**src/rtl/go_back_n_sender_macros.svh**
```systemverilog
// Assertion macros shared by the go-back-N sender RTL.
`ifndef GO_BACK_N_SENDER_MACROS_SVH
`define GO_BACK_N_SENDER_MACROS_SVH

// Same-cycle implication, disabled during reset.
`define GBN_ASSERT_IMP(lbl, ck, rn, ante, cons, msg) \
  lbl: assert property (@(posedge ck) disable iff (!rn) (ante) |-> (cons)) \
    else $error(msg);

// Next-cycle implication, disabled during reset.
`define GBN_ASSERT_NXT(lbl, ck, rn, ante, cons, msg) \
  lbl: assert property (@(posedge ck) disable iff (!rn) (ante) |=> (cons)) \
    else $error(msg);

`endif

```
**src/rtl/gbn_pkg.sv**
```systemverilog
// Types, codes and microcode ROM of the go-back-N sender.
package gbn_pkg;

  // Event kinds on the input channel
  localparam logic [1:0] F_BEGIN = 2'd0;
  localparam logic [1:0] F_ACK   = 2'd1;
  localparam logic [1:0] F_TICK  = 2'd2;

  // Result kinds
  localparam logic [1:0] K_START = 2'd0;
  localparam logic [1:0] K_END   = 2'd1;
  localparam logic [1:0] K_DATA  = 2'd2;
  localparam logic [1:0] K_DONE  = 2'd3;

  // Transfer phase
  typedef logic [1:0] phase_t;
  localparam phase_t PH_IDLE  = 2'd0;
  localparam phase_t PH_START = 2'd1;
  localparam phase_t PH_DATA  = 2'd2;
  localparam phase_t PH_END   = 2'd3;

  // Register map (word index on the APB port)
  localparam int CFG_AW = 5;
  localparam logic [2:0] REG_WINDOW_SIZE   = 3'd0;
  localparam logic [2:0] REG_TOTAL_CHUNKS  = 3'd1;
  localparam logic [2:0] REG_RETRANS_TICKS = 3'd2;
  localparam logic [2:0] REG_START_TOKEN   = 3'd3;
  localparam logic [2:0] REG_END_TOKEN     = 3'd4;

  typedef struct packed {
    logic [4:0]  window_size;
    logic [31:0] total_chunks;
    logic [15:0] retrans_ticks;
    logic [31:0] start_token;
    logic [31:0] end_token;
  } gbn_cfg_t;

  // Microprogram addresses
  typedef logic [3:0] pc_t;
  localparam pc_t S_IDLE      = 4'd0;
  localparam pc_t S_BEGIN     = 4'd1;
  localparam pc_t S_ACK_START = 4'd2;
  localparam pc_t S_ACK_DATA  = 4'd3;
  localparam pc_t S_ACK_END   = 4'd4;
  localparam pc_t S_TICK      = 4'd5;
  localparam pc_t S_TICK_HS   = 4'd6;
  localparam pc_t S_HS_CHK    = 4'd7;
  localparam pc_t S_TICK_DATA = 4'd8;
  localparam pc_t S_DATA_CHK  = 4'd9;
  localparam pc_t S_RESEND    = 4'd10;
  localparam pc_t S_FILL      = 4'd11;
  localparam pc_t S_FILL_CHK  = 4'd12;

  // Jump conditions: when true the step jumps and does nothing else
  typedef logic [3:0] cond_sel_t;
  localparam cond_sel_t C_NEVER       = 4'd0;
  localparam cond_sel_t C_NO_IN       = 4'd1;
  localparam cond_sel_t C_BAD_START   = 4'd2;
  localparam cond_sel_t C_BAD_RANGE   = 4'd3;
  localparam cond_sel_t C_BAD_END     = 4'd4;
  localparam cond_sel_t C_NO_HS_TMO   = 4'd5;
  localparam cond_sel_t C_EMPTY       = 4'd6;
  localparam cond_sel_t C_NO_DATA_TMO = 4'd7;
  localparam cond_sel_t C_SCAN_DONE   = 4'd8;
  localparam cond_sel_t C_FULL        = 4'd9;
  localparam cond_sel_t C_NOT_EMPTY   = 4'd10;

  // Datapath operations
  typedef logic [3:0] op_t;
  localparam op_t OP_NONE     = 4'd0;
  localparam op_t OP_LATCH    = 4'd1;
  localparam op_t OP_BEGIN    = 4'd2;
  localparam op_t OP_PH_DATA  = 4'd3;
  localparam op_t OP_SLIDE    = 4'd4;
  localparam op_t OP_PH_IDLE  = 4'd5;
  localparam op_t OP_TICK     = 4'd6;
  localparam op_t OP_HS_MARK  = 4'd7;
  localparam op_t OP_REWIND   = 4'd8;
  localparam op_t OP_RESEND   = 4'd9;
  localparam op_t OP_FILL     = 4'd10;
  localparam op_t OP_PH_END   = 4'd11;

  // Result to load into the output register
  typedef logic [2:0] emit_t;
  localparam emit_t E_NONE   = 3'd0;
  localparam emit_t E_START  = 3'd1;
  localparam emit_t E_END    = 3'd2;
  localparam emit_t E_DONE   = 3'd3;
  localparam emit_t E_HS     = 3'd4;
  localparam emit_t E_DATA_S = 3'd5;
  localparam emit_t E_DATA_N = 3'd6;

  typedef struct packed {
    cond_sel_t cond;
    pc_t       jmp;
    op_t       op;
    emit_t     emit;
    logic      disp;
    pc_t       nxt;
  } ucode_t;

  // Sequencer to datapath: gated operation and result select
  typedef struct packed {
    op_t   op;
    emit_t emit;
  } gbn_ctrl_t;

  // Datapath to sequencer: status flags
  typedef struct packed {
    phase_t phase;
    logic   bad_start;
    logic   bad_range;
    logic   bad_end;
    logic   no_hs_tmo;
    logic   empty;
    logic   no_data_tmo;
    logic   scan_done;
    logic   full;
    logic   out_free;
  } gbn_cond_t;

  function automatic ucode_t uw(input cond_sel_t c, input pc_t j, input op_t o,
                                input emit_t e, input logic d, input pc_t n);
    ucode_t w;
    w.cond = c;
    w.jmp  = j;
    w.op   = o;
    w.emit = e;
    w.disp = d;
    w.nxt  = n;
    return w;
  endfunction

  function automatic ucode_t ucode_rom(input pc_t pc);
    ucode_t w;
    case (pc)
      S_IDLE:      w = uw(C_NO_IN,       S_IDLE,     OP_LATCH,   E_NONE,   1'b1, S_IDLE);
      S_BEGIN:     w = uw(C_NEVER,       S_IDLE,     OP_BEGIN,   E_START,  1'b0, S_IDLE);
      S_ACK_START: w = uw(C_BAD_START,   S_IDLE,     OP_PH_DATA, E_NONE,   1'b0, S_FILL);
      S_ACK_DATA:  w = uw(C_BAD_RANGE,   S_IDLE,     OP_SLIDE,   E_NONE,   1'b0, S_FILL);
      S_ACK_END:   w = uw(C_BAD_END,     S_IDLE,     OP_PH_IDLE, E_DONE,   1'b0, S_IDLE);
      S_TICK:      w = uw(C_NEVER,       S_IDLE,     OP_TICK,    E_NONE,   1'b0, S_IDLE);
      S_TICK_HS:   w = uw(C_NEVER,       S_IDLE,     OP_TICK,    E_NONE,   1'b0, S_HS_CHK);
      S_HS_CHK:    w = uw(C_NO_HS_TMO,   S_IDLE,     OP_HS_MARK, E_HS,     1'b0, S_IDLE);
      S_TICK_DATA: w = uw(C_EMPTY,       S_TICK,     OP_TICK,    E_NONE,   1'b0, S_DATA_CHK);
      S_DATA_CHK:  w = uw(C_NO_DATA_TMO, S_IDLE,     OP_REWIND,  E_NONE,   1'b0, S_RESEND);
      S_RESEND:    w = uw(C_SCAN_DONE,   S_IDLE,     OP_RESEND,  E_DATA_S, 1'b0, S_RESEND);
      S_FILL:      w = uw(C_FULL,        S_FILL_CHK, OP_FILL,    E_DATA_N, 1'b0, S_FILL);
      S_FILL_CHK:  w = uw(C_NOT_EMPTY,   S_IDLE,     OP_PH_END,  E_END,    1'b0, S_IDLE);
      default:     w = uw(C_NEVER,       S_IDLE,     OP_NONE,    E_NONE,   1'b0, S_IDLE);
    endcase
    return w;
  endfunction

  // Entry point of the routine for an accepted event
  function automatic pc_t gbn_dispatch(input logic [1:0] func, input phase_t phase);
    pc_t p;
    p = S_IDLE;
    case (func)
      F_BEGIN: begin
        if (phase == PH_IDLE) p = S_BEGIN;
      end
      F_ACK: begin
        case (phase)
          PH_START: p = S_ACK_START;
          PH_DATA:  p = S_ACK_DATA;
          PH_END:   p = S_ACK_END;
          default:  p = S_IDLE;
        endcase
      end
      F_TICK: begin
        case (phase)
          PH_IDLE: p = S_TICK;
          PH_DATA: p = S_TICK_DATA;
          default: p = S_TICK_HS;
        endcase
      end
      default: p = S_IDLE;
    endcase
    return p;
  endfunction

endpackage

```
**src/rtl/go_back_n_sender.sv**
```systemverilog
// Go-back-N ARQ sender top level: register file, sequencer and datapath.
//
//  channel | direction | handshake               | payload
//  --------+-----------+-------------------------+----------------------------------
//  in      | input     | in_valid / in_stall     | in_func, in_ack_seq
//  out     | output    | out_valid / out_stall   | out_pkt_kind, out_pkt_seq, out_last
//  cfg     | input     | psel/penable/pwrite     | paddr, pwdata, prdata
//
// One event is processed at a time by a microcoded sequencer; in_stall is high
// from the cycle after a transfer until its routine returns to the idle step.
// Every issued packet takes one step, so the send loop sets the rate.
// A step that loads a result waits while the output register holds a stalled
// transfer; the next event is taken while the final result still waits.
// Reset is synchronous, active low: phase idle, window and clock at zero,
// registers at their documented defaults. Send times are written before use.

module go_back_n_sender import gbn_pkg::*; #(
  parameter int WINDOW_MAX = 16
) (
  input  logic              clk,
  input  logic              rst_n,

  input  logic              in_valid,
  output logic              in_stall,
  input  logic [1:0]        in_func,
  input  logic [31:0]       in_ack_seq,

  output logic              out_valid,
  input  logic              out_stall,
  output logic [1:0]        out_pkt_kind,
  output logic [31:0]       out_pkt_seq,
  output logic              out_last,

  input  logic              psel,
  input  logic              penable,
  input  logic              pwrite,
  input  logic [CFG_AW-1:0] paddr,
  input  logic [31:0]       pwdata,
  output logic [31:0]       prdata,
  output logic              pready
);

  gbn_cfg_t   cfg_r, cfg_nxt;
  gbn_ctrl_t  ctrl;
  gbn_cond_t  cond;
  logic [2:0] reg_idx;
  logic       busy;

  // Word-aligned registers: index is the address divided by four
  assign reg_idx = paddr[CFG_AW-1:2];
  assign pready  = 1'b1;

  always_comb begin
    cfg_nxt = cfg_r;
    if (psel && penable && pwrite) begin
      case (reg_idx)
        REG_WINDOW_SIZE:   cfg_nxt.window_size   = pwdata[4:0];
        REG_TOTAL_CHUNKS:  cfg_nxt.total_chunks  = pwdata;
        REG_RETRANS_TICKS: cfg_nxt.retrans_ticks = pwdata[15:0];
        REG_START_TOKEN:   cfg_nxt.start_token   = pwdata;
        REG_END_TOKEN:     cfg_nxt.end_token     = pwdata;
        default: ;
      endcase
    end
  end

  always_comb begin
    case (reg_idx)
      REG_WINDOW_SIZE:   prdata = 32'(cfg_r.window_size);
      REG_TOTAL_CHUNKS:  prdata = cfg_r.total_chunks;
      REG_RETRANS_TICKS: prdata = 32'(cfg_r.retrans_ticks);
      REG_START_TOKEN:   prdata = cfg_r.start_token;
      REG_END_TOKEN:     prdata = cfg_r.end_token;
      default:           prdata = '0;
    endcase
  end

  always_ff @(posedge clk) begin
    if (!rst_n) begin
      cfg_r.window_size   <= 5'd16;
      cfg_r.total_chunks  <= '0;
      cfg_r.retrans_ticks <= 16'd500;
      cfg_r.start_token   <= '0;
      cfg_r.end_token     <= '0;
    end else begin
      cfg_r <= cfg_nxt;
    end
  end

  // Events are taken only at the idle step of the microprogram
  assign in_stall = busy;

  gbn_seq u_seq (
    .clk      (clk),
    .rst_n    (rst_n),
    .in_valid (in_valid),
    .in_func  (in_func),
    .cond     (cond),
    .ctrl     (ctrl),
    .busy     (busy)
  );

  gbn_dp #(.WINDOW_MAX(WINDOW_MAX)) u_dp (
    .clk          (clk),
    .rst_n        (rst_n),
    .ctrl         (ctrl),
    .cfg          (cfg_r),
    .in_ack_seq   (in_ack_seq),
    .out_stall    (out_stall),
    .cond         (cond),
    .out_valid    (out_valid),
    .out_pkt_kind (out_pkt_kind),
    .out_pkt_seq  (out_pkt_seq),
    .out_last     (out_last)
  );

endmodule

```
**src/rtl/gbn_ram.sv**
```systemverilog
// Generic single-write, single-read RAM with registered read data.
module gbn_ram #(
  parameter int WIDTH = 32,
  parameter int DEPTH = 16
) (
  input  logic                                   clk,
  input  logic                                   we,
  input  logic [((DEPTH > 1) ? $clog2(DEPTH) : 1)-1:0] waddr,
  input  logic [WIDTH-1:0]                       wdata,
  input  logic [((DEPTH > 1) ? $clog2(DEPTH) : 1)-1:0] raddr,
  output logic [WIDTH-1:0]                       rdata
);

  logic [WIDTH-1:0] mem [DEPTH];

  always_ff @(posedge clk) begin
    if (we) mem[waddr] <= wdata;
    rdata <= mem[raddr];
  end

endmodule

```
**src/rtl/gbn_seq.sv**
```systemverilog
// Microcode sequencer: step counter, control ROM, condition select, dispatch.
`include "go_back_n_sender_macros.svh"

module gbn_seq import gbn_pkg::*; (
  input  logic       clk,
  input  logic       rst_n,
  input  logic       in_valid,
  input  logic [1:0] in_func,
  input  gbn_cond_t  cond,
  output gbn_ctrl_t  ctrl,
  output logic       busy
);

  pc_t    pc_r, pc_nxt;
  ucode_t word;
  logic   cond_hit;
  logic   blocked;

  assign word = ucode_rom(pc_r);

  always_comb begin
    case (word.cond)
      C_NEVER:       cond_hit = 1'b0;
      C_NO_IN:       cond_hit = !in_valid;
      C_BAD_START:   cond_hit = cond.bad_start;
      C_BAD_RANGE:   cond_hit = cond.bad_range;
      C_BAD_END:     cond_hit = cond.bad_end;
      C_NO_HS_TMO:   cond_hit = cond.no_hs_tmo;
      C_EMPTY:       cond_hit = cond.empty;
      C_NO_DATA_TMO: cond_hit = cond.no_data_tmo;
      C_SCAN_DONE:   cond_hit = cond.scan_done;
      C_FULL:        cond_hit = cond.full;
      C_NOT_EMPTY:   cond_hit = !cond.empty;
      default:       cond_hit = 1'b0;
    endcase
  end

  // a step that loads a result waits for a free output register
  assign blocked = !cond_hit && (word.emit != E_NONE) && !cond.out_free;

  always_comb begin
    pc_nxt    = pc_r;
    ctrl.op   = OP_NONE;
    ctrl.emit = E_NONE;
    if (cond_hit) begin
      pc_nxt = word.jmp;
    end else if (!blocked) begin
      ctrl.op   = word.op;
      ctrl.emit = word.emit;
      pc_nxt    = word.disp ? gbn_dispatch(in_func, cond.phase) : word.nxt;
    end
  end

  always_ff @(posedge clk) begin
    if (!rst_n) pc_r <= S_IDLE;
    else        pc_r <= pc_nxt;
  end

  assign busy = (pc_r != S_IDLE);

  `GBN_ASSERT_NXT(a_seq_hold_on_stall, clk, rst_n, blocked, $stable(pc_r), "step advanced while output blocked")

endmodule

```
**src/rtl/gbn_dp.sv**
```systemverilog
// Sender datapath: window state, send-time RAM, timers and output register.
`include "go_back_n_sender_macros.svh"

module gbn_dp import gbn_pkg::*; #(
  parameter int WINDOW_MAX = 16
) (
  input  logic        clk,
  input  logic        rst_n,
  input  gbn_ctrl_t   ctrl,
  input  gbn_cfg_t    cfg,
  input  logic [31:0] in_ack_seq,
  input  logic        out_stall,
  output gbn_cond_t   cond,
  output logic        out_valid,
  output logic [1:0]  out_pkt_kind,
  output logic [31:0] out_pkt_seq,
  output logic        out_last
);

  localparam int IW = (WINDOW_MAX > 1) ? $clog2(WINDOW_MAX) : 1;
  localparam int SW = $clog2(2 * WINDOW_MAX);
  localparam int EW = $clog2(WINDOW_MAX + 1);

  phase_t        phase_r, phase_nxt;
  logic [31:0]   base_r, base_nxt;
  logic [31:0]   next_r, next_nxt;
  logic [31:0]   scan_r, scan_nxt;
  logic [31:0]   now_r, now_nxt;
  logic [31:0]   hs_r, hs_nxt;
  logic [31:0]   ack_r, ack_nxt;
  logic [IW-1:0] bidx_r, bidx_nxt;
  logic [IW-1:0] nidx_r, nidx_nxt;
  logic [IW-1:0] sidx_r, sidx_nxt;

  logic          out_valid_r, out_valid_nxt;
  logic [1:0]    out_kind_r, out_kind_nxt;
  logic [31:0]   out_seq_r, out_seq_nxt;
  logic          out_last_r, out_last_nxt;

  logic [EW-1:0] w_eff;
  logic [31:0]   inflight;
  logic [31:0]   rt32;
  logic [31:0]   sent_at;
  logic          last_fill;
  logic [SW-1:0] slide_sum;
  logic [IW-1:0] slide_idx;
  logic          ram_we;
  logic [IW-1:0] ram_waddr;

  function automatic logic [IW-1:0] idx_inc(input logic [IW-1:0] i);
    logic [IW:0] s;
    s = {1'b0, i} + (IW+1)'(1);
    if (s == (IW+1)'(WINDOW_MAX)) return '0;
    return s[IW-1:0];
  endfunction

  // window register clamped to 1..WINDOW_MAX
  always_comb begin
    if (cfg.window_size == 5'd0)
      w_eff = EW'(1);
    else if (32'(cfg.window_size) > 32'(WINDOW_MAX))
      w_eff = EW'(WINDOW_MAX);
    else
      w_eff = EW'(cfg.window_size);
  end

  assign inflight  = next_r - base_r;
  assign rt32      = 32'(cfg.retrans_ticks);
  assign last_fill = (inflight + 32'd1 == 32'(w_eff)) || (next_r + 32'd1 == cfg.total_chunks);

  // slide never exceeds the packets in flight, so one subtract wraps the index
  always_comb begin
    slide_sum = SW'(bidx_r) + SW'(ack_r - base_r);
    if (slide_sum >= SW'(WINDOW_MAX)) slide_sum = slide_sum - SW'(WINDOW_MAX);
    slide_idx = IW'(slide_sum);
  end

  assign ram_we    = (ctrl.op == OP_RESEND) || (ctrl.op == OP_FILL);
  assign ram_waddr = (ctrl.op == OP_RESEND) ? sidx_r : nidx_r;

  gbn_ram #(.WIDTH(32), .DEPTH(WINDOW_MAX)) u_send_time (
    .clk   (clk),
    .we    (ram_we),
    .waddr (ram_waddr),
    .wdata (now_r),
    .raddr (bidx_r),
    .rdata (sent_at)
  );

  always_comb begin
    cond.phase       = phase_r;
    cond.bad_start   = (ack_r != cfg.start_token);
    cond.bad_end     = (ack_r != cfg.end_token);
    cond.bad_range   = !((ack_r > base_r) && (ack_r <= next_r));
    cond.no_hs_tmo   = ((now_r - hs_r) < rt32);
    cond.empty       = (next_r == base_r);
    cond.no_data_tmo = ((now_r - sent_at) < rt32);
    cond.scan_done   = (scan_r == next_r);
    cond.full        = !((inflight < 32'(w_eff)) && (next_r < cfg.total_chunks));
    cond.out_free    = !out_valid_r || !out_stall;
  end

  always_comb begin
    phase_nxt = phase_r;
    base_nxt  = base_r;
    next_nxt  = next_r;
    scan_nxt  = scan_r;
    now_nxt   = now_r;
    hs_nxt    = hs_r;
    ack_nxt   = ack_r;
    bidx_nxt  = bidx_r;
    nidx_nxt  = nidx_r;
    sidx_nxt  = sidx_r;
    case (ctrl.op)
      OP_LATCH: ack_nxt = in_ack_seq;
      OP_BEGIN: begin
        base_nxt  = '0;
        next_nxt  = '0;
        bidx_nxt  = '0;
        nidx_nxt  = '0;
        phase_nxt = PH_START;
        hs_nxt    = now_r;
      end
      OP_PH_DATA: phase_nxt = PH_DATA;
      OP_SLIDE: begin
        base_nxt = ack_r;
        bidx_nxt = slide_idx;
      end
      OP_PH_IDLE: phase_nxt = PH_IDLE;
      OP_TICK:    now_nxt = now_r + 32'd1;
      OP_HS_MARK: hs_nxt = now_r;
      OP_REWIND: begin
        scan_nxt = base_r;
        sidx_nxt = bidx_r;
      end
      OP_RESEND: begin
        scan_nxt = scan_r + 32'd1;
        sidx_nxt = idx_inc(sidx_r);
      end
      OP_FILL: begin
        next_nxt = next_r + 32'd1;
        nidx_nxt = idx_inc(nidx_r);
      end
      OP_PH_END: begin
        phase_nxt = PH_END;
        hs_nxt    = now_r;
      end
      default: ;
    endcase
  end

  always_comb begin
    out_valid_nxt = out_valid_r && out_stall;
    out_kind_nxt  = out_kind_r;
    out_seq_nxt   = out_seq_r;
    out_last_nxt  = out_last_r;
    case (ctrl.emit)
      E_START: begin
        out_valid_nxt = 1'b1;
        out_kind_nxt  = K_START;
        out_seq_nxt   = cfg.start_token;
        out_last_nxt  = 1'b1;
      end
      E_END: begin
        out_valid_nxt = 1'b1;
        out_kind_nxt  = K_END;
        out_seq_nxt   = cfg.end_token;
        out_last_nxt  = 1'b1;
      end
      E_DONE: begin
        out_valid_nxt = 1'b1;
        out_kind_nxt  = K_DONE;
        out_seq_nxt   = '0;
        out_last_nxt  = 1'b1;
      end
      E_HS: begin
        out_valid_nxt = 1'b1;
        out_kind_nxt  = (phase_r == PH_START) ? K_START : K_END;
        out_seq_nxt   = (phase_r == PH_START) ? cfg.start_token : cfg.end_token;
        out_last_nxt  = 1'b1;
      end
      E_DATA_S: begin
        out_valid_nxt = 1'b1;
        out_kind_nxt  = K_DATA;
        out_seq_nxt   = scan_r;
        out_last_nxt  = (scan_r + 32'd1 == next_r);
      end
      E_DATA_N: begin
        out_valid_nxt = 1'b1;
        out_kind_nxt  = K_DATA;
        out_seq_nxt   = next_r;
        out_last_nxt  = last_fill;
      end
      default: ;
    endcase
  end

  always_ff @(posedge clk) begin
    if (!rst_n) begin
      phase_r     <= PH_IDLE;
      base_r      <= '0;
      next_r      <= '0;
      now_r       <= '0;
      hs_r        <= '0;
      bidx_r      <= '0;
      nidx_r      <= '0;
      out_valid_r <= 1'b0;
    end else begin
      phase_r     <= phase_nxt;
      base_r      <= base_nxt;
      next_r      <= next_nxt;
      now_r       <= now_nxt;
      hs_r        <= hs_nxt;
      bidx_r      <= bidx_nxt;
      nidx_r      <= nidx_nxt;
      out_valid_r <= out_valid_nxt;
    end
  end

  always_ff @(posedge clk) begin
    scan_r     <= scan_nxt;
    ack_r      <= ack_nxt;
    sidx_r     <= sidx_nxt;
    out_kind_r <= out_kind_nxt;
    out_seq_r  <= out_seq_nxt;
    out_last_r <= out_last_nxt;
  end

  assign out_valid    = out_valid_r;
  assign out_pkt_kind = out_kind_r;
  assign out_pkt_seq  = out_seq_r;
  assign out_last     = out_last_r;

  `GBN_ASSERT_IMP(a_dp_inflight_bound, clk, rst_n, phase_r == PH_DATA, inflight <= 32'(WINDOW_MAX), "more packets in flight than the window holds")
  `GBN_ASSERT_IMP(a_dp_window_empty, clk, rst_n, phase_r != PH_DATA, next_r == base_r, "window not empty outside the data phase")
  `GBN_ASSERT_IMP(a_dp_emit_free, clk, rst_n, ctrl.emit != E_NONE, !out_valid_r || !out_stall, "result loaded over a stalled one")

endmodule

```
**config.mk**
```make
export PLATFORM = sky130hd
export DESIGN_NAME = go_back_n_sender
export DESIGN_NICKNAME = d
export VERILOG_FILES = /design/src/rtl/gbn_pkg.sv /design/src/rtl/go_back_n_sender.sv /design/src/rtl/gbn_ram.sv /design/src/rtl/gbn_seq.sv /design/src/rtl/gbn_dp.sv
export VERILOG_INCLUDE_DIRS = /design/src /design/src/rtl
export SDC_FILE = /design/constraint.sdc
export NUM_CORES = 2
export LEC_CHECK = 0
export ABC_AREA = 1
export BUFFER_PORTS_ARGS = -buffer_cell sky130_fd_sc_hd__buf_4
export CAP_MARGIN = 0
export CORE_ASPECT_RATIO = 1.1
export CORE_MARGIN = 5
export CORE_UTILIZATION = 45
export CTS_CLUSTER_DIAMETER = 50
export CTS_CLUSTER_SIZE = 10
export DETAILED_ROUTE_END_ITERATION = 16
export PLACE_DENSITY = 0.65
export SLEW_MARGIN = 5
export SYNTH_ARGS = -nofsm -noshare
export SYNTH_HDL_FRONTEND = slang
export SYNTH_HIERARCHICAL = 1
export SYNTH_SLANG_ARGS = --single-unit
export TNS_END_PERCENT = 5
```
**constraint.sdc**
```tcl
create_clock -name clk -period 7.9 [get_ports clk]
set_input_delay 1.185 -clock clk [delete_from_list [all_inputs] [get_ports clk]]
set_output_delay 1.185 -clock clk [all_outputs]
set_load 0.05 [all_outputs]
```
Word level (Yosys, flattened, before mapping):

Memory sizes are Yosys's and may differ from the RTL's. A register that Yosys moved wholly into a read port is not among the register bits.
Cells that the tools add are included.

* bits in registers: 363
* bits in writable memories: 512
* memory bits (read-only): 304
* input bits: 78
* output and inout port bits: 70
* logic and storage cells: 168
* memories: 2

* add/subtract/negate cells: 12
* $lt $le $gt $ge: 8
* eq/ne operators: 46
* multiplexer cells: 40
* reduce and logical (&&, ||, !) cells: 40

Memory list
* u_dp.u_send_time.mem: words 16, width 32, read ports 1, clocked after Yosys merged registers in 1, write ports 1, line gbn_ram.sv:14 `logic [WIDTH-1:0] mem [DEPTH];`
* (name not given): words 16, width 19, read ports 1, clocked after Yosys merged registers in 1, write ports 0, line gbn_pkg.sv:136 `case (pc)`

Operator list (number)
* case mux 32 bit (2 select lines): 3
* case mux 32 bit (6 select lines): 1
* case mux 32 bit (5 select lines): 1
* adder 32 x 1 -> 32 bit (second input constant): 4
* equality test 32 bit: 4
* subtractor 32 bit: 3
* < comparator 32 x 16 -> 1 bit: 2
* inequality test 32 bit: 2
* 2-to-1 mux 4 bit: 11
* equality test 32 x 5 -> 1 bit: 1
* equality test 4 x 3 -> 1 bit (second input constant): 8
* > comparator 32 bit: 1
* <= comparator 32 bit: 1
* < comparator 32 bit: 1
* < comparator 32 x 5 -> 1 bit: 1
* 2-to-1 mux 32 bit: 1
* case mux 4 bit (2 select lines): 4
* equality test 4 bit (second input constant): 7
* equality test 4 x 2 -> 1 bit (second input constant): 4
* 2-to-1 mux 7 bit: 2
* equality test 3 x 2 -> 1 bit (second input constant): 4
* equality test 3 bit (second input constant): 4
* case mux 4 bit (3 select lines): 1
* adder 4 x 1 -> 5 bit (second input constant): 2
* 34 further kinds: 73

Logic depth before layout (Yosys ltp):

* word-level depth: 16
* gate-level depth with buffers: 51
* depth with buffers taken out: 51

Cells and area by module:

Netlist, hierarchy kept.

By module, submodules not included
* gbn_dp: instances 1, cells each 3649, area an instance 24049.3 sq um, sequential area each 5875.6 sq um
* gbn_ram: instances 1, cells each 2120, area an instance 22730.6 sq um, sequential area each 16015.4 sq um
* go_back_n_sender: instances 1, cells each 902, area an instance 5632.9 sq um, sequential area each 2342.2 sq um
* gbn_seq: instances 1, cells each 212, area an instance 1427.6 sq um, sequential area each 460.4 sq um

Least setup slack after synthesis:

OpenSTA, ideal clock, no wires.

* path type: register -> register
* start: register u_dp.now_r[2]
* end: memory u_dp.u_send_time.mem[12][0] (enable)
* setup time: 421 ps
* data arrival time: 6029 ps
* data required time: 7479 ps
* slack: 1449 ps
* cell stages (with the launch flop): 39
* path buffers: 2
* clock period less this slack: 6451 ps
* cells stage by stage: dfxtp_1 -> ha_1 -> a21oi_1 -> nand2_1 -> nand3_1 -> nand2_1 -> nand2_1 -> nand2_1 -> nand3_1 -> nand2_1 -> xor2_1 -> ha_1 -> a21oi_1 -> nor2_1 -> a211oi_1 -> nand2_1 -> nor3_1 -> o21ai_0 -> [3 not listed] -> nand4_1 -> nor2_1 -> nand2_1 -> nand2_1 -> nand2_1 -> nand2_2 -> inv_2 -> nand2_4 -> nor2_1 -> nor2_1 -> inv_1 -> nor2_1 -> inv_1 -> clkbuf_1 -> clkbuf_1 -> nand2_1 -> nand3_1 -> nor2_1

RTL lines
* start: declaration: line gbn_dp.sv:28 `logic [31:0] now_r, now_nxt;`
* start signal: assignment: line gbn_dp.sv:212 `now_r <= now_nxt;`
* end: declaration: line gbn_ram.sv:14

==> impl_metrics.json <==
{
  "cp.arrival_ns": 7.61,
  "synth.distinct_cells": 67,
  "cp.depth": 28,
  "die_h_um": 373,
  "synth_top_area_frac": 0.343,
  "hold_ws_ns": 0.458,
  "seq_area_frac_synth": 0.459,
  "via_count": 46700,
  "cts_tree": "done",
  "worst_slack_ns": 0.596,
  "p_leak_nw": 26.9,
  "finClkSkew_ns": 0.112,
  "outcome": "finished clean",
  "max_freq_mhz": 137,
  "hold_depth": 2,
  "peakVddDrop_v": 0.000256,
  "synth_area_leaders": "edfxtp_1 34%, nand2_1 14%, dfxtp_1 12%",
  "slowest_stage": "dfxtp_1",
  "hold_viol_final": 0,
  "clk-insertion-delay-late_ns": 0.76,
  "nNetsFinal": 7354,
  "slew_violations": 0,
  "final_common_cell": "nand2_1",
  "place_area_sq_um": 56700,
  "cts_resized": 0,
  "vias_per_cell": 5.39,
  "met3WireLength_mm": 13.4,
  "power_frac_seq": 0.319,
  "hold_class": "flip-flop to flip-flop",
  "start_util": 0.452,
  "netlist_area_sq_um": 53800,
  "clockBufferDepth": 3,
  "die_w_um": 340,
  "ctsRootBufferMaster": "clkbuf_16",
  "end_kind": "flip-flop",
  "synth-edff-count": 615,
  "synth_ff_type": "edfxtp_1",
  "core-area_sq_um": 119000,
  "grt_overflow": 0,
  "grt_antenna_before_repair": 5,
  "wl_met1_mm": 76.6,
  "drc": 0,
  "cts_setup_buffers": 0,
  "path_buf_inv": 5,
  "nFillCells": 11300,
  "initialDrtViolationCount": 4531,
  "synthArstFlopShare": 0,
  "grt_pass1_wl_mm": 268,
  "switching_share": 0.432,
  "rows": 133,
  "dieArea_sq_um": 127000,
  "tightest_slew_ns": 1.18,
  "power_frac_clock": 0.260,
  "wl_per_cell_um": 20.7,
  "synth.largest_area_cell": "edfxtp_1",
  "drtAntennaViolNets": 0,
  "final_cell_mix": "1995 x nand2_1, 1037 x inv_1, 700 x nand3_1",
  "numCtsBuffers": 117,
  "fin_setup_tns_ns": 0,
  "preCtsSetupSlack_ns": 0.830,
  "finalCriticalPeriod_ns": 7.30,
  "crit_fanout": 32,
  "place.gp.congestion": 1.03,
  "clock-sinks": 926,
  "path_class": "flip-flop to flip-flop",
  "fin_crit_sh": 0.925,
  "wl_met2_mm": 80.0,
  "routed.top_layer": "met5",
  "synth_area_per_cell_sq_um": 7.82,
  "grt_pass1_vias": 43600,
  "worstPathRequired_ns": 8.20,
  "grt_util_all_layers": 0.273,
  "yosys_warnings": 6,
  "drive_gt1_frac": 0.0832,
  "startpoint_type": "flip-flop",
  "dp_hpwl_mm": 130,
  "crit_family": "simple AND/OR/NAND/NOR gates",
  "drtPass1Iterations": 5,
  "ios": 148,
  "syn_inst": 6883,
  "p_total_mw": 19.6,
  "htreeDepth": 3,
  "intPower_mw": 11.1,
  "clk_pin_slew_ns": 0.06,
  "syn_nets": 7211,
  "comb_power_share": 0.421,
  "power.density_nw_per_um2": 324,
  "max_stage_delay_ns": 0.61,
  "regToRegSetupSlack_ns": 0.60,
  "grt_max_degree": 197,
  "portBuffers": 144,
  "ys_ff_latch": 926,
  "area_delta_synth_final_pct": 12.3,
  "holdBufCountCts": 0,
  "slew_headroom": 0.216,
  "power_switching_mw": 8.46,
  "setup_viol": 0,
  "drv_cap": 0,
  "final_cell_area_sq_um": 60500,
  "wirelength_mm": 179,
  "worstRegToRegCells": 28,
  "rsz0062_at_grt": "no"
}
-- cells by family (layout without fill, tap and decap cells) --
family	after synthesis	after routing	share of synthesized area
xor+xnor	224	224	0.0364
flops	926	926	0.459
fa+ha+maj	250	250	0.0589
buf+inv	1297	1529	0.0984
compound gates	631	631	0.0641
simple gates	3554	3554	0.283
other cells	1	3	0.0000697
-- final cells by class --
cell class,instances,area (sq um),share of cell area
clock buffers,177,3290,0.0543
clock inverters,31,417,0.00689
repair buffers,257,2080,0.0345
inverters,1064,4010,0.0662
multi-input cells,4660,24000,0.397
diodes,2,5.00,0.0000828
flip-flops and latches,926,24700,0.409
well taps,1552,1940,0.0321
-- through the flow --
| stage | std cells | utilization |
|---|---|---|
| finish | 8669 | 0.507 |
| global route | 8667 | 0.507 |
| CTS | 8667 | 0.507 |
| detailed placement | 8459 | 0.476 |
| global placement | 8459 | 0.476 |
| floorplan | 6883 | - |
-- worst reg2reg max path, delay by kind of cell, from the launching register on --
family | cells | cell delay (ns)
compound gates | 2 | 0.70
fa+ha+maj | 2 | 0.70
buf+inv | 5 | 1.19
flops | 1 | 0.61
simple gates | 19 | 3.68
-- power groups by stage --
stage / sequential (mW) / combinational, mW / clock (mW)
2_1_floorplan: 6.26 / 5.63 / 0
3_3_place_gp: 6.33 / 8.00 / 0
3_5_place_dp: 6.33 / 8.09 / 0
4_1_cts: 6.24 / 8.13 / 5.17
5_1_grt: 6.27 / 9.16 / 5.39
6_report: 6.25 / 8.25 / 5.10
-- flip-flops by register name, summed over array words and instances (netlist names) --
register                count
u_dp/u_send_time/mem      512
cfg_r                     117
u_dp/ack_r                 32
u_dp/base_r                32
u_dp/hs_r                  32
u_dp/next_r                32
u_dp/now_r                 32
u_dp/out_pkt_seq           32
u_dp/scan_r                32
u_dp/u_send_time/rdata     32
u_seq/word                 19
u_dp/bidx_r                 4
u_dp/nidx_r                 4
u_dp/sidx_r                 4
u_seq/pc_r                  4
u_dp/out_pkt_kind           2
u_dp/phase_r                2
u_dp/out_last               1
u_dp/out_valid              1
-- path summary, 6_finish.rpt --
path / start / end
setup / recovery: u_dp/next_r[1] / u_dp/u_send_time/mem[12][25]
setup reg to reg: u_dp/next_r[1] / u_dp/u_send_time/mem[12][25]
hold reg to reg: u_dp/hs_r[6] / u_dp/hs_r[6]
hold / removal: u_dp/hs_r[6] / u_dp/hs_r[6]
-- Yosys cell counts, types with 3 or more instances --
cell       instances
a211oi_1           9
a21boi_0           4
a21o_1             9
a21oi_1          314
a31oi_1            9
and2_1             3
buf_1             26
buf_2             64
buf_4             17
buf_6             35
clkbuf_1          88
dfxtp_1          311
edfxtp_1         615
fa_1               6
ha_1             244
inv_1           1039
inv_2             23
nand2_1         1995
nand2_2           22
nand2_4            5
nand3_1          700
nand3_2           14
nand3_4            3
nand3b_1           9
nand4_1           84
nor2_1           522
nor2_2            20
nor2_4            18
nor3_1            79
nor3_2             5
nor4_1            33
o2111ai_1         14
o211ai_1          11
o21a_1            10
o21ai_0          187
o21ai_1            6
o21bai_1          10
o22ai_1           32
o31ai_1            3
or2_2             26
xnor2_1           65
xor2_1           159
-- per-layer routing --
| metal | global-route usage | up-vias |
|---|---|---|
| met2 | 0.435 | 1913 |
| li1 | - | 22600 |
| met1 | 0.370 | 21800 |
| met4 | 0.126 | 2 |
| met3 | 0.0395 | 371 |
| met5 | 0 | - |
(Power assumes the default switching activity.)
